**src/design/bcm_pkg.sv**
```systemverilog
// ----------------------------------------------------------------------------
// bcm_pkg
// Shared widths, register indexes, reset table and control structs of the
// binary code modulation LED scanner.
// ----------------------------------------------------------------------------
`default_nettype none

package bcm_pkg;

    localparam int CHANNELS  = 16;
    localparam int LEVEL_W   = 8;
    localparam int PLANE_W   = 3;
    localparam int TICK_W    = 15;
    localparam int FRAME_W   = 8;
    localparam int PATTERN_W = 16;
    localparam int CFG_IDX_W = 1;
    localparam int CFG_W     = 8;

    localparam logic [PLANE_W-1:0]   LAST_PLANE          = PLANE_W'(7);
    localparam logic [CFG_IDX_W-1:0] CFG_BASE_TICKS      = CFG_IDX_W'(0);
    localparam logic [CFG_IDX_W-1:0] CFG_FRAMES_PER_STEP = CFG_IDX_W'(1);

    localparam logic [CFG_W-1:0] BASE_TICKS_RESET      = 8'h01;
    localparam logic [CFG_W-1:0] FRAMES_PER_STEP_RESET = 8'h08;

    typedef struct packed {
        logic                 we;
        logic [CFG_IDX_W-1:0] index;
        logic [CFG_W-1:0]     data;
    } t_cfg_wr;

    typedef struct packed {
        logic [PLANE_W-1:0] plane;
        logic               frame_end;
        logic               move;
    } t_tick_ctl;

    function automatic logic [LEVEL_W-1:0] level_init(input int idx);
        logic [LEVEL_W-1:0] v;
        case (idx)
            0:       v = 8'h04;
            1:       v = 8'h10;
            2:       v = 8'hFF;
            3:       v = 8'h10;
            4:       v = 8'h04;
            default: v = '0;
        endcase
        return v;
    endfunction

endpackage

`default_nettype wire

```
**src/design/bcm_timebase.sv**
```systemverilog
// ----------------------------------------------------------------------------
// bcm_timebase
// Configuration registers and plane, tick and frame counters; flags frame
// ends and scanner moves.
// ----------------------------------------------------------------------------
`default_nettype none

module bcm_timebase import bcm_pkg::*; (
    input  wire logic      i_clk,
    input  wire logic      i_rst_n,
    input  wire t_cfg_wr   i_cfg,
    input  wire logic      i_step,
    output t_tick_ctl      o_ctl
);

    logic [CFG_W-1:0]   r_base_ticks;
    logic [CFG_W-1:0]   r_frames_per_step;
    logic [PLANE_W-1:0] r_plane, n_plane;
    logic [TICK_W-1:0]  r_tick, n_tick;
    logic [FRAME_W-1:0] r_frame, n_frame;

    logic [TICK_W:0]    length;
    logic [TICK_W:0]    elapsed;
    logic [FRAME_W:0]   frame_next;
    logic               plane_done;
    logic               frame_done;
    logic               wrap;

    always_comb begin
        length     = {{(TICK_W + 1 - CFG_W){1'b0}}, r_base_ticks} << r_plane;
        elapsed    = {1'b0, r_tick} + (TICK_W + 1)'(1);
        frame_next = {1'b0, r_frame} + (FRAME_W + 1)'(1);
        plane_done = elapsed >= length;
        frame_done = plane_done && (r_plane == LAST_PLANE);
        wrap       = frame_next >= {1'b0, r_frames_per_step};

        n_plane = r_plane;
        n_tick  = r_tick;
        n_frame = r_frame;
        if (i_step) begin
            if (plane_done) begin
                n_tick  = '0;
                n_plane = r_plane + PLANE_W'(1);
                if (frame_done) begin
                    n_frame = wrap ? '0 : frame_next[FRAME_W-1:0];
                end
            end else begin
                n_tick = elapsed[TICK_W-1:0];
            end
        end

        o_ctl.plane     = r_plane;
        o_ctl.frame_end = i_step && frame_done;
        o_ctl.move      = i_step && frame_done && wrap;
    end

    always_ff @(posedge i_clk) begin
        if (!i_rst_n) begin
            r_base_ticks      <= BASE_TICKS_RESET;
            r_frames_per_step <= FRAMES_PER_STEP_RESET;
            r_plane           <= '0;
            r_tick            <= '0;
            r_frame           <= '0;
        end else begin
            r_plane <= n_plane;
            r_tick  <= n_tick;
            r_frame <= n_frame;
            if (i_cfg.we) begin
                unique case (i_cfg.index)
                    CFG_BASE_TICKS:      r_base_ticks      <= i_cfg.data;
                    CFG_FRAMES_PER_STEP: r_frames_per_step <= i_cfg.data;
                    default: ;
                endcase
            end
        end
    end

endmodule

`default_nettype wire

```
**src/design/bcm_level_bank.sv**
```systemverilog
// ----------------------------------------------------------------------------
// bcm_level_bank
// Brightness levels with scanner shift and direction; selects the current
// bit plane of every shown channel.
// ----------------------------------------------------------------------------
`default_nettype none

module bcm_level_bank import bcm_pkg::*; (
    input  wire logic            i_clk,
    input  wire logic            i_rst_n,
    input  wire t_tick_ctl       i_ctl,
    output logic [PATTERN_W-1:0] o_pattern
);

    localparam int SHOWN = (CHANNELS < PATTERN_W) ? CHANNELS : PATTERN_W;

    logic [LEVEL_W-1:0] r_levels [CHANNELS];
    logic [LEVEL_W-1:0] n_levels [CHANNELS];
    logic               r_down, n_down;

    always_comb begin
        if (r_levels[0] != '0) begin
            n_down = 1'b0;
        end else if (r_levels[CHANNELS-1] != '0) begin
            n_down = 1'b1;
        end else begin
            n_down = r_down;
        end

        for (int k = 0; k < CHANNELS; k++) begin
            if (n_down) begin
                n_levels[k] = (k == CHANNELS - 1) ? '0 : r_levels[(k + 1) % CHANNELS];
            end else begin
                n_levels[k] = (k == 0) ? '0 : r_levels[(k + CHANNELS - 1) % CHANNELS];
            end
        end

        o_pattern = '0;
        for (int k = 0; k < SHOWN; k++) begin
            o_pattern[k] = r_levels[k][i_ctl.plane];
        end
    end

    always_ff @(posedge i_clk) begin
        if (!i_rst_n) begin
            r_down <= 1'b0;
            for (int k = 0; k < CHANNELS; k++) begin
                r_levels[k] <= level_init(k);
            end
        end else if (i_ctl.move) begin
            r_down <= n_down;
            for (int k = 0; k < CHANNELS; k++) begin
                r_levels[k] <= n_levels[k];
            end
        end
    end

endmodule

`default_nettype wire

```
**src/design/bcm_led_scanner_core.sv**
```systemverilog
// ----------------------------------------------------------------------------
// bcm_led_scanner_core
// Binary code modulation LED scanner: one time-base tick per non-blank input
// transfer, one displayed bit-plane pattern per output transfer.
// ----------------------------------------------------------------------------
//  channel   direction  handshake                payload
//  cfg       in         i_cfg_we                 i_cfg_index, i_cfg_data
//  tick      in         i_in_valid / o_in_ready  i_blank
//  result    out        o_out_valid / i_out_ready o_led_pattern, o_plane_index,
//                                                o_frame_end
//
//  One input transfer per cycle sustained while the output is not stalled; a
//  tick lands in the input register at its transfer and its result moves to
//  the result register once the output side can take it.
//  Synchronous active-low reset restores levels and counters; no clear pass.
//  An output stall holds the result register; input keeps flowing until the
//  input register is also full.
// ----------------------------------------------------------------------------
`default_nettype none

module bcm_led_scanner_core import bcm_pkg::*; (
    input  wire logic                 i_clk,
    input  wire logic                 i_rst_n,
    input  wire logic                 i_cfg_we,
    input  wire logic [CFG_IDX_W-1:0] i_cfg_index,
    input  wire logic [CFG_W-1:0]     i_cfg_data,
    input  wire logic                 i_in_valid,
    output logic                      o_in_ready,
    input  wire logic                 i_blank,
    output logic                      o_out_valid,
    input  wire logic                 i_out_ready,
    output logic [PATTERN_W-1:0]      o_led_pattern,
    output logic [PLANE_W-1:0]        o_plane_index,
    output logic                      o_frame_end
);

    logic                 r_in_valid;
    logic                 r_in_blank;
    logic                 r_out_valid;
    logic [PATTERN_W-1:0] r_pattern;
    logic [PLANE_W-1:0]   r_plane;
    logic                 r_frame_end;

    logic                 advance;
    logic                 step;
    logic [PATTERN_W-1:0] pattern;
    t_cfg_wr              cfg;
    t_tick_ctl            ctl;

    assign advance    = r_in_valid && (!r_out_valid || i_out_ready);
    assign step       = advance && !r_in_blank;
    assign o_in_ready = !r_in_valid || advance;

    always_comb begin
        cfg.we    = i_cfg_we;
        cfg.index = i_cfg_index;
        cfg.data  = i_cfg_data;
    end

    bcm_timebase u_timebase (
        .i_clk   (i_clk),
        .i_rst_n (i_rst_n),
        .i_cfg   (cfg),
        .i_step  (step),
        .o_ctl   (ctl)
    );

    bcm_level_bank u_level_bank (
        .i_clk     (i_clk),
        .i_rst_n   (i_rst_n),
        .i_ctl     (ctl),
        .o_pattern (pattern)
    );

    always_ff @(posedge i_clk) begin
        if (!i_rst_n) begin
            r_in_valid  <= 1'b0;
            r_out_valid <= 1'b0;
        end else begin
            if (o_in_ready) begin
                r_in_valid <= i_in_valid;
            end
            if (advance) begin
                r_out_valid <= 1'b1;
            end else if (i_out_ready) begin
                r_out_valid <= 1'b0;
            end
        end
    end

    always_ff @(posedge i_clk) begin
        if (o_in_ready && i_in_valid) begin
            r_in_blank <= i_blank;
        end
        if (advance) begin
            r_pattern   <= r_in_blank ? '0 : pattern;
            r_plane     <= ctl.plane;
            r_frame_end <= ctl.frame_end;
        end
    end

    assign o_out_valid   = r_out_valid;
    assign o_led_pattern = r_pattern;
    assign o_plane_index = r_plane;
    assign o_frame_end   = r_frame_end;

    a_frame_end_last_plane: assert property (@(posedge i_clk) disable iff (!i_rst_n)
        o_out_valid && o_frame_end |-> o_plane_index == LAST_PLANE)
        else $error("frame end reported outside the last plane");

    a_move_on_frame_end: assert property (@(posedge i_clk) disable iff (!i_rst_n)
        ctl.move |-> ctl.frame_end && step)
        else $error("scanner move without a frame end");

    a_plane_wraps: assert property (@(posedge i_clk) disable iff (!i_rst_n)
        ctl.frame_end |=> ctl.plane == '0)
        else $error("plane did not return to zero after a frame");

    a_ready_only_on_stall: assert property (@(posedge i_clk) disable iff (!i_rst_n)
        !o_in_ready |-> r_in_valid && r_out_valid && !i_out_ready)
        else $error("input held off without a full pipeline");

endmodule

`default_nettype wire
```
**config.mk**
```make
export PLATFORM = sky130hd
export DESIGN_NAME = bcm_led_scanner_core
export DESIGN_NICKNAME = d
export VERILOG_FILES = /design/src/design/bcm_pkg.sv /design/src/design/bcm_timebase.sv /design/src/design/bcm_level_bank.sv /design/src/design/bcm_led_scanner_core.sv
export SDC_FILE = /design/constraint.sdc
export NUM_CORES = 1
export LEC_CHECK = 0
export BUFFER_PORTS_ARGS = -buffer_cell sky130_fd_sc_hd__buf_2
export CORE_UTILIZATION = 46
export CTS_CLUSTER_DIAMETER = 200
export DETAILED_ROUTE_END_ITERATION = 7
export PLACE_DENSITY = 0.73
export SYNTH_ARGS = -nofsm -noshare
export SYNTH_HDL_FRONTEND = slang
export SYNTH_SLANG_ARGS = --single-unit
```
**constraint.sdc**
```tcl
create_clock -name i_clk -period 18.7 [get_ports i_clk]
set_input_delay 0 -clock i_clk [delete_from_list [all_inputs] [get_ports i_clk]]
set_output_delay 0 -clock i_clk [all_outputs]
set_load 0.01 [all_outputs]
```
# [Word-level counts from Yosys, hierarchy flattened]
# Memories as Yosys holds them, arrays and structs flattened.
# Index checks and enable logic that the tools add are counted.
[classes] add_sub_neg=3 magnitude_cmp=3 eq_ne=1 n_shift=1 mux=78 bitwise_logic=17 reduce_logical=18
[ops] op="$mux W8" count=37
[ops] op="$bmux W1 S3" count=16
[ops] op="$mux W1" count=24
[ops] op="$add A15 B1 Y16 const B" count=1
[ops] op="$ge A16 B16 Y1" count=1
[ops] op="$or A1 B1 Y1" count=16
[ops] op="$reduce_bool A8 Y1" count=2
[ops] op="$shl A8 B3 Y16" count=1
[ops] op="$mux W15" count=1
[ops] op="$add A8 B1 Y9 const B" count=1
[ops] op="$ge A9 B8 Y1" count=1
[ops] op="$logic_and A1 B1 Y1" count=6
[ops] op="$reduce_and A2 Y1" count=3
[ops] op="$lt A3 B4 Y1 const B" count=1
[ops] op="$add A3 B1 Y3 const B" count=1
[ops] op="$eq A3 B3 Y1 const B" count=1
[ops] op="$logic_not A1 Y1" count=3
[ops] op="$reduce_and A3 Y1" count=1
[ops] op="$logic_or A1 B1 Y1" count=2
[ops] op="$reduce_bool A2 Y1" count=1
[ops] op="$not A1 Y1" count=1
[word_totals] reg_bits=66 mem_bits_rw=128 in_bits=15 elab_cells=134 mem_count=1
[memory_table] name="u_level_bank.r_levels" words=16 width=8 rd=16 rd_ports_with_merged_regs=0 wr=16 line_no="bcm_level_bank.sv:17" rtl="logic [LEVEL_W-1:0] r_levels [CHANNELS];"

# [Longest topological paths before layout]
# Gate-level depths: netlist of run 1.
[depth] ltp_word=10 depth_mapped=15

# [Cells and area by module]
# A second synthesis of run 1 with hierarchy kept.
[unflattened] cells_unflattened=944 hier_area_um2=10731.5
[by_module_without_submodules] module="bcm_level_bank" instances=1 cells_per_inst=515 area_per_inst_um2=6840.3 seq_area_each_um2=3863.7
[by_module_without_submodules] module="bcm_timebase" instances=1 cells_per_inst=381 area_per_inst_um2=3036.7 seq_area_each_um2=840.8
[by_module_without_submodules] module="bcm_led_scanner_core" instances=1 cells_per_inst=48 area_per_inst_um2=854.6 seq_area_each_um2=670.6

# [Least setup slack after synthesis of run 1]
# OpenSTA, ideal clock, no wires.
[synth_path] path_kind="register -> register" from="register u_timebase.r_plane[0]" to="memory u_level_bank.r_levels[0][0] (enable)" arrival_ps=12477 t_required_ps=17897 slack_ps=5420 path_stages_with_launch=13 synth_period_minus_slack_ps=13280 path_cell_list="dfxtp_1 > buf_1 > clkbuf_1 > mux2_2 > a22oi_1 > ha_1 > nand4_1 > or3_1 > nor4_2 > nor4b_4 > buf_2 > buf_2 > o31ai_1"
[synth_lines] item="start: declaration" line_no="bcm_timebase.sv:18" rtl="logic [PLANE_W-1:0] r_plane, n_plane;"
[synth_lines] item="start signal: assignment" line_no="bcm_timebase.sv:65" rtl="r_plane <= n_plane;"
[synth_lines] item="end: declaration" line_no="bcm_level_bank.sv:17"

==> results of run 1 <==
## power breakdown
group / switching [W] / internal (W)
Sequential: 0.0000135 / 0.000480
Clock: 0.000175 / 0.000242
Combinational: 0.0000414 / 0.0000264
## routing by layer
| metal | GRT usage (%) | vias up | part of all wire [%] |
|---|---|---|---|
| met2 | 32.1 | 210 | 48 |
| met4 | 5.92 | 0 | 1.2 |
| met5 | 0 | - | 0 |
| met1 | 29.1 | 3821 | 46 |
| met3 | 4.38 | 23 | 4.8 |
| li1 | - | 3608 | - |
## final cells by class
class	count	area share, %
Clock buffer	17	3.67
Timing Repair Buffer	62	3.58
Tap cell	280	3.02
Clock inverter	15	2.10
Inverter	10	0.323
Multi-Input combinational cell	719	41.0
Sequential cell	194	46.4
## sequential cells by signal (all words and copies together), names as in the netlist, 3 cells and up
signal and count:
u_level_bank.r_levels 128, o_led_pattern 16, u_timebase.r_tick 15, u_timebase.r_base_ticks 8
u_timebase.r_frame 8, u_timebase.r_frames_per_step 8, o_plane_index 3, u_timebase.r_plane 3
## path summary, 6_finish.rpt
path	start	end	slack, ns	depth (start not counted)
min reg2reg	u_timebase.r_frames_per_step[4]	u_timebase.r_frames_per_step[4]	0.46	2
max reg2reg	u_timebase.r_tick[0]	u_level_bank.r_levels[0][0]	13.80	14
max	u_timebase.r_tick[0]	u_level_bank.r_levels[0][0]	13.80	14
min	i_rst_n	u_timebase.r_frames_per_step[3]	0.08	3
## tightest hold or removal path, delay by kind of cell
family / cells / cell delay, ns
buf+inv: 2 / 0.36
simple gates: 1 / 0.12
## through the flow
stage,worst slack (ns),hold WS (ns),util [%],instances
4_1_cts,13.84,0.0508,52.7,1297
5_1_grt,13.53,0.0693,52.7,1297
3_3_place_gp,14.01,0.183,48.9,1249
6_report,13.80,0.0780,52.7,1297
3_5_place_dp,13.90,0.181,48.9,1249
2_1_floorplan,5.42,0.0989,-,996
## synthesized netlist by cell type (all sizes together), types with 2 or more instances
cell type,n
nand2,264
edfxtp,149
a21oi,128
nor2,55
clkbuf,53
dfxtp,45
nand3,39
mux2i,35
mux4,32
ha,27
and3,21
buf,20
xor2,10
inv,9
xnor2,9
nand2b,8
nor3,8
a21o,6
nand4,6
or3,6
nor2b,5
a221o,4
a22o,4
a31o,4
and4b,4
nor4,4
o21ai,4
o22ai,4
o31ai,4
a211oi,3
a31oi,3
or4,3
a221oi,2
a32oi,2
a41o,2
mux2,2
## repair_timing
action / in CTS / in global routing
setup buffers: 0 / 0
hold buffers: 16 / 0
hold endpoints to repair: 20 / 0
## logic make-up (layout without fill, tap and decap cells)
| kind of cell | Yosys count | count (layout) | share of synthesized area [%] |
|---|---|---|---|
| adder cells (fa/ha/maj) | 27 | 27 | 3.23 |
| flip-flops | 194 | 194 | 51.5 |
| multiplexers | 69 | 69 | 10.5 |
| XOR/XNOR | 19 | 19 | 1.59 |
| buffers and inverters | 83 | 104 | 3.51 |
| AND/OR/NAND/NOR | 428 | 428 | 18.0 |
| AO/OA/AOI/OAI | 176 | 176 | 11.7 |
==> results.yml, run 1 <==
drt:
  wl_um: 23200
  drtIter0Drc: 728
  wl_per_cell_um: 17.9
  vias: 7662
  vias_per_cell: 5.91
  antenna_left: 0
  drc: 3
  drt-pass1-iter-count: 7
setup_path:
  arrival_ns: 4.96
  critPathKind: "reg -> reg"
  crit_buf_inv: 2
  worstSetupEndpointType: "register"
  crit_family: "simple AND/OR/NAND/NOR gates"
  slowest_stage: "buf_4"
  critical_path_peak_fanout: 85
  slowest_delay_ns: 0.91
  worstPathCellList: "ha_1 -> nand3_1 -> nor2_1 -> nand2_1 -> nor2_1 -> xor2_1 -> ha_1 -> nand3_1 -> or3_1 -> nor4_2 -> nor4b_4 -> o31ai_4 -> buf_4 -> buf_4"
  required_ns: 18.76
  startpoint_type: "register"
synthesis:
  synth-main-ff-cell: "edfxtp_1"
  synth_cell_types: 56
  synth_edf_count: 149
  avgSynthCellArea_um2: 10.5
  syn_inst: 996
  synth_area_mm2: 0.0104
  yosys.area.top_type: "edfxtp_1"
  synth_top_area_share_pct: 42.8
  synthTopCellsByArea: "edfxtp_1, nand2_1, dfxtp_1, mux4_2, a21oi_2"
  synthArstFlopShare_pct: 0
  ys_seq_area_share_pct: 51.5
  syn-num-nets: 1038
  yosys_warnings: 0
  ys_ff_latch: 194
final_layout:
  final_cell_mix: "nand2_1, edfxtp_1, a21oi_1, nor2_1, a21oi_2"
  multi_input_area_mm2: 0.00475
  antennaDiodeCount: 0
  seq_area_mm2: 0.00538
  fin_area_mm2: 0.0116
  layout_commonest_cell: "nand2_1"
  fillers: 1897
  drive_gt1_share_pct: 18.0
  finalNetCount: 1046
  syn_to_final_growth_pct: 11.1
power_and_ir_drop:
  power_leakage_nw: 4.10
  power_density_mw_per_mm2: 84.3
  p_total_w: 0.000978
  peakVddDrop_v: 0.0000513
clock_network:
  cts_root_buf: "clkbuf_16"
  htreeDepth: 4
  cts_resized: 0
  cts_tree: "built"
  cts_buffers: 17
  cts_max_path_buffers: 2
  clock_insertion_delay_worst_skew_ns: 0.44
  clk_pin_slew_ns: 0.08
  cts.sinks: 194
die:
  initial_core_util_pct: 47.4
  die_w_um: 153
  rows: 54
  die_area_mm2: 0.0233
  core_mm2: 0.0220
  ios: 37
  die_height_um: 153
placement:
  port_buffers: 36
  hpwl_um: 14000
  place_congestion: 0.826
  place_area_mm2: 0.0108
run:
  maxCapViolCount: 0
timing:
  fin_crit_sh_pct: 26.2
  fin_setup_tns_ns: 0
  hold_viol_final: 0
  rsz0062_at_grt: "no"
  min_period_ns: 4.90
  setup_viol: 0
  slew_violations: 0
  slew-limit-headroom_pct: 24.9
  timing.fmax_ghz: 0.204
  tightest_slew_ns: 1.13
  finalClockSkew_ns: 0.0163
global_routing:
  grt_overflow: 0
  grt_pass1_wl_um: 38500
  antenna_found_initial: 0
  grt_pass1_vias: 7429
  grt_max_degree: 114
  grt_use_total_pct: 20.6
status:
  violations: "DRC"
  outcome: "finished, violations left"
worst_hold_path:
  hold_class: "in -> reg"
Note: power is estimated with default switching activity, not from simulation.
==> run 2: changes to the inputs <==
==> constraint.sdc (replaced) <==
create_clock -name i_clk -period 4.7 [get_ports i_clk]
set_input_delay 0 -clock i_clk [delete_from_list [all_inputs] [get_ports i_clk]]
set_output_delay 0 -clock i_clk [all_outputs]
set_load 0.01 [all_outputs]
==> results.yml, run 2 (same netlist as run 1, synthesis figures left out) <==
timing:
  finalClockSkew_ns: 0.0126
  slew_violations: 0
  setup_viol: 0
  timing.fmax_ghz: 0.262
  rsz0062_at_grt: "no"
  worst_hold_slack_ns: 0.105
  min_period_ns: 3.81
  slew-limit-headroom_pct: 24.5
  fin_crit_sh_pct: 81.1
  tightest_slew_ns: 1.13
  hold_viol_final: 0
global_routing:
  antenna_found_initial: 0
  grt_max_degree: 120
  grt_pass1_vias: 7522
  grt_pass1_wl_um: 38600
  grt_use_total_pct: 20.6
  grt_overflow: 0
final_layout:
  drive_gt1_share_pct: 20.0
  top_register: "u_level_bank.r_levels"
  largest_register_ffs: 128
  antennaDiodeCount: 0
  layout_commonest_cell: "nand2_1"
  final_cell_mix: "nand2_1, edfxtp_1, a21oi_1, a21oi_2, nor2_1"
  finalNetCount: 1051
  syn_to_final_growth_pct: 11.6
power_and_ir_drop:
  power_leakage_nw: 4.09
  p_sw_share_pct: 24.5
  seqPwrFrac_pct: 54.9
  peakVddDrop_v: 0.000249
  p_clk_share_pct: 37.3
  power_density_mw_per_mm2: 307
  p_switching_w: 0.000876
  intPower_w: 0.00270
  p_total_w: 0.00358
  combPwrFrac_pct: 7.8
worst_hold_path:
  hold_class: "in -> reg"
placement:
  port_buffers: 36
  hpwl_um: 14300
  place_congestion: 0.808
die:
  die_area_mm2: 0.0233
  die_height_um: 153
  rows: 54
  core_mm2: 0.0220
  initial_core_util_pct: 47.4
  ios: 37
  die_w_um: 153
status:
  violations: "DRC"
  outcome: "finished, violations left"
drt:
  wl_um: 23100
  antenna_left: 0
  vias: 7600
  drtIter0Drc: 570
  drc: 2
  vias_per_cell: 5.84
  drt-pass1-iter-count: 7
  wl_per_cell_um: 17.7
clock_network:
  cts.sinks: 194
  cts_max_path_buffers: 2
  cts_tree: "built"
  cts_root_buf: "clkbuf_16"
  cts_buffers: 17
  clock_insertion_delay_worst_skew_ns: 0.44
  clk_pin_slew_ns: 0.07
  htreeDepth: 4
  post_cts_buffers: 0
setup_path:
  arrival_ns: 3.95
  startpoint_type: "register"
  slowest_delay_ns: 0.86
  crit_family: "simple AND/OR/NAND/NOR gates"
  r2r_slack_ns: 0.89
  critical_path_peak_fanout: 19
  critPathKind: "reg -> reg"
  worstSetupEndpointType: "register"
  slowest_stage: "nor4_4"
  crit_buf_inv: 0
  worstPathCellList: "nand3_2 -> nor2_4 -> nand3_2 -> xnor2_1 -> ha_1 -> nand4_1 -> or3_4 -> nor4_4 -> nor4b_4 -> nor4_4 -> nand3_1"
  required_ns: 4.84
run:
  maxCapViolCount: 0
## run 2: final timing paths
| path | start | end | cells past startpoint |
|---|---|---|---|
| min reg2reg | u_timebase.r_frames_per_step[4] | u_timebase.r_frames_per_step[4] | 2 |
| min | i_rst_n | u_timebase.r_base_ticks[0] | 2 |
| max | u_timebase.r_tick[4] | u_level_bank.r_levels[1][3] | 11 |
| max reg2reg | u_timebase.r_tick[4] | u_level_bank.r_levels[1][3] | 11 |
## run 2: cell type report
class                      count  area (um2)
inverter                      10        37.5
multi-input combinational    719        4850
tap                          280         350
clock inverter                13        88.8
sequential                   194        5390
fill                        1883       10400
timing repair buffer          67         503
clock buffer                  19         433
## run 2: layer usage
layer | part of all wire (%) | routed length (um) | track usage (%)
met4 | 1.3 | 293 | 6.20
met5 | 0 | 0 | 0
met3 | 4.0 | 914 | 3.70
met2 | 47 | 10900 | 32.2
met1 | 47 | 11000 | 29.2
## run 2: per-stage QoR
| stage | std cells | utilization (%) | setup TNS, ns | setup WS (ns) | area, um2 |
|---|---|---|---|---|---|
| 2_1_floorplan | 996 | - | -195.15 | -1.52 | 10700 |
| 3_3_place_gp | 1254 | 49.8 | 0 | 0.968 | 11000 |
| 3_5_place_dp | 1254 | 49.8 | 0 | 0.899 | 11000 |
| 4_1_cts | 1302 | 52.9 | 0 | 0.877 | 11700 |
| 5_1_grt | 1302 | 52.9 | 0 | 0.618 | 11700 |
| 6_report | 1302 | 52.9 | 0 | 0.888 | 11700 |
## run 2: power groups by stage
stage | sequential, W | clock (W) | combinational, W
after floorplan | 0.00198 | 0 | 0.000206
after global placement | 0.00200 | 0 | 0.000265
after detailed placement | 0.00200 | 0 | 0.000270
after CTS | 0.00196 | 0.00134 | 0.000281
after global routing | 0.00197 | 0.00142 | 0.000309
final | 0.00196 | 0.00133 | 0.000280
## run 2: timing repair
item | in CTS | in global routing
setup endpoints to repair | 0 | 0
hold buffers | 16 | 0
hold endpoints to repair | 20 | 0
resized for setup | 0 | 0
==> run 3: changes to the inputs <==
==> constraint.sdc (replaced) <==
create_clock -name i_clk -period 3.8 [get_ports i_clk]
set_input_delay 0 -clock i_clk [delete_from_list [all_inputs] [get_ports i_clk]]
set_output_delay 0 -clock i_clk [all_outputs]
set_load 0.01 [all_outputs]
==> results.yml, run 3 (same netlist as run 1, synthesis figures left out) <==
final_layout:
  top_register: "u_level_bank.r_levels"
  fin_area_mm2: 0.0118
  drive_gt1_share_pct: 20.7
  final_cell_mix: "nand2_1, edfxtp_1, a21oi_1, a21oi_2, nor2_1"
  finalNetCount: 1061
  antennaDiodeCount: 0
  fillers: 1861
  layout_commonest_cell: "nand2_1"
  syn_to_final_growth_pct: 13.2
  largest_register_ffs: 128
drt:
  antenna_left: 0
  vias_per_cell: 5.87
  drc: 2
  wl_um: 23400
  drt-pass1-iter-count: 7
  wl_per_cell_um: 17.9
  vias: 7706
  drtIter0Drc: 672
global_routing:
  antenna_found_initial: 0
  grt_use_total_pct: 20.6
  use_met3_pct: 3.47
  grt_overflow: 0
  grt_pass1_wl_um: 38700
  grt_pass1_vias: 7602
  grt_use_met1_pct: 28.4
  grt_util_met2_pct: 32.8
  grt_max_degree: 120
  top_usage_layer: "met2"
run:
  maxCapViolCount: 0
clock_network:
  cts_root_buf: "clkbuf_16"
  cts_max_path_buffers: 2
  clock_insertion_delay_worst_skew_ns: 0.44
  cts.sinks: 194
  cts_tree: "built"
  clk_pin_slew_ns: 0.07
  htreeDepth: 4
  cts_buffers: 17
die:
  rows: 54
  ios: 37
  core_mm2: 0.0220
  initial_core_util_pct: 47.4
  die_height_um: 153
  die_w_um: 153
  die_area_mm2: 0.0233
timing:
  min_period_ns: 3.59
  fin_crit_sh_pct: 94.6
  hold_viol_final: 0
  finalClockSkew_ns: 0.0116
  setup_viol: 0
  worst_hold_slack_ns: 0.0699
  tightest_slew_ns: 1.13
  rsz0062_at_grt: "no"
  fin_setup_tns_ns: 0
  timing.fmax_ghz: 0.278
  final.setup.worst_slack_ns: 0.206
  slew_violations: 0
  slew-limit-headroom_pct: 24.8
status:
  violations: "DRC"
  outcome: "finished, violations left"
setup_path:
  reg2reg_to: "u_level_bank.r_levels[1][15]"
  startpoint_type: "register"
  critPathKind: "reg -> reg"
  r2r_slack_ns: 0.21
  ff2ff_path_depth: 14
  required_ns: 3.92
  critical_path_peak_fanout: 44
  arrival_ns: 3.72
  worstSetupEndpointType: "register"
  rr_startpoint: "u_timebase.r_tick[3]"
worst_hold_path:
  hold_class: "in -> reg"
  hold_start: "i_rst_n"
  hold_depth: 3
  hold_path_end: "u_timebase.r_base_ticks[6]"
power_and_ir_drop:
  peakVddDrop_v: 0.000320
  power_leakage_nw: 4.17
  power_density_mw_per_mm2: 384
placement:
  place_ws_ns: 0.123
  place_area_mm2: 0.0111
  port_buffers: 36
  hpwl_um: 14500
  place_congestion: 0.808
[run 3: metrics by stage]
| stage | util [%] | instances | power (W) |
|---|---|---|---|
| floorplan | - | 996 | 0.00271 |
| global placement | 50.3 | 1262 | 0.00281 |
| detailed placement | 50.3 | 1262 | 0.00282 |
| CTS | 53.6 | 1311 | 0.00456 |
| global route | 53.7 | 1312 | 0.00469 |
| finish | 53.7 | 1312 | 0.00455 |
[run 3: cell type report]
class | instances | area [um2] | area share, %
flip-flops and latches | 194 | 5390 | 45.6
clock inverters | 13 | 129 | 1.09
multi-input cells | 719 | 4850 | 41.0
repair buffers | 77 | 629 | 5.32
inverters | 10 | 37.5 | 0.317
well taps | 280 | 350 | 2.96
clock buffers | 19 | 433 | 3.66
[run 3: per-layer routing]
| metal | vias up | routed length (um) |
|---|---|---|
| met2 | 222 | 11200 |
| met3 | 31 | 1120 |
| li1 | 3641 | - |
| met1 | 3812 | 10700 |
| met4 | 0 | 432 |
| met5 | - | 0 |
[run 3: where the power goes]
group	internal, W	switching, W	total (W)
registers	0.00236	0.0000621	0.00242
logic	0.000153	0.000216	0.000369
clock network	0.000920	0.000836	0.00176
[run 3: worst max-delay path by stage]
stage	startpoint	end	slack [ns]	cells past startpoint
floorplan	u_timebase.r_tick[3]	u_level_bank.r_levels[0][0]	-2.42	13
global placement	u_timebase.r_tick[3]	u_level_bank.r_levels[1][10]	0.21	14
detailed placement	u_timebase.r_tick[1]	u_level_bank.r_levels[1][10]	0.12	14
CTS	u_timebase.r_tick[1]	u_level_bank.r_levels[0][7]	0.09	14
global route	u_timebase.r_tick[2]	u_level_bank.r_levels[1][13]	0.02	14
finish	u_timebase.r_tick[3]	u_level_bank.r_levels[1][15]	0.21	14
[run 3: worst max-delay path: stages (launching register included)]
cell and delay [ns]:
dfxtp_4 0.39, nand4_1 0.22, nor2_4 0.23, nand3_2 0.12
nor2_2 0.16, xor2_1 0.10, ha_1 0.32, nand3_2 0.09
or3_4 0.39, nor4_4 0.32, nor4b_4 0.10, buf_4 0.19
o31ai_4 0.25, buf_12 0.16, buf_16 0.23
[run 3: repair_timing]
| action | in CTS | in global routing |
|---|---|---|
| resized for setup | 0 | 2 |
| hold buffers | 17 | 0 |
| hold endpoints to repair | 20 | 0 |
| buffers inserted | 0 | 1 |
| endpoints found under the setup margin | 0 | 115 |
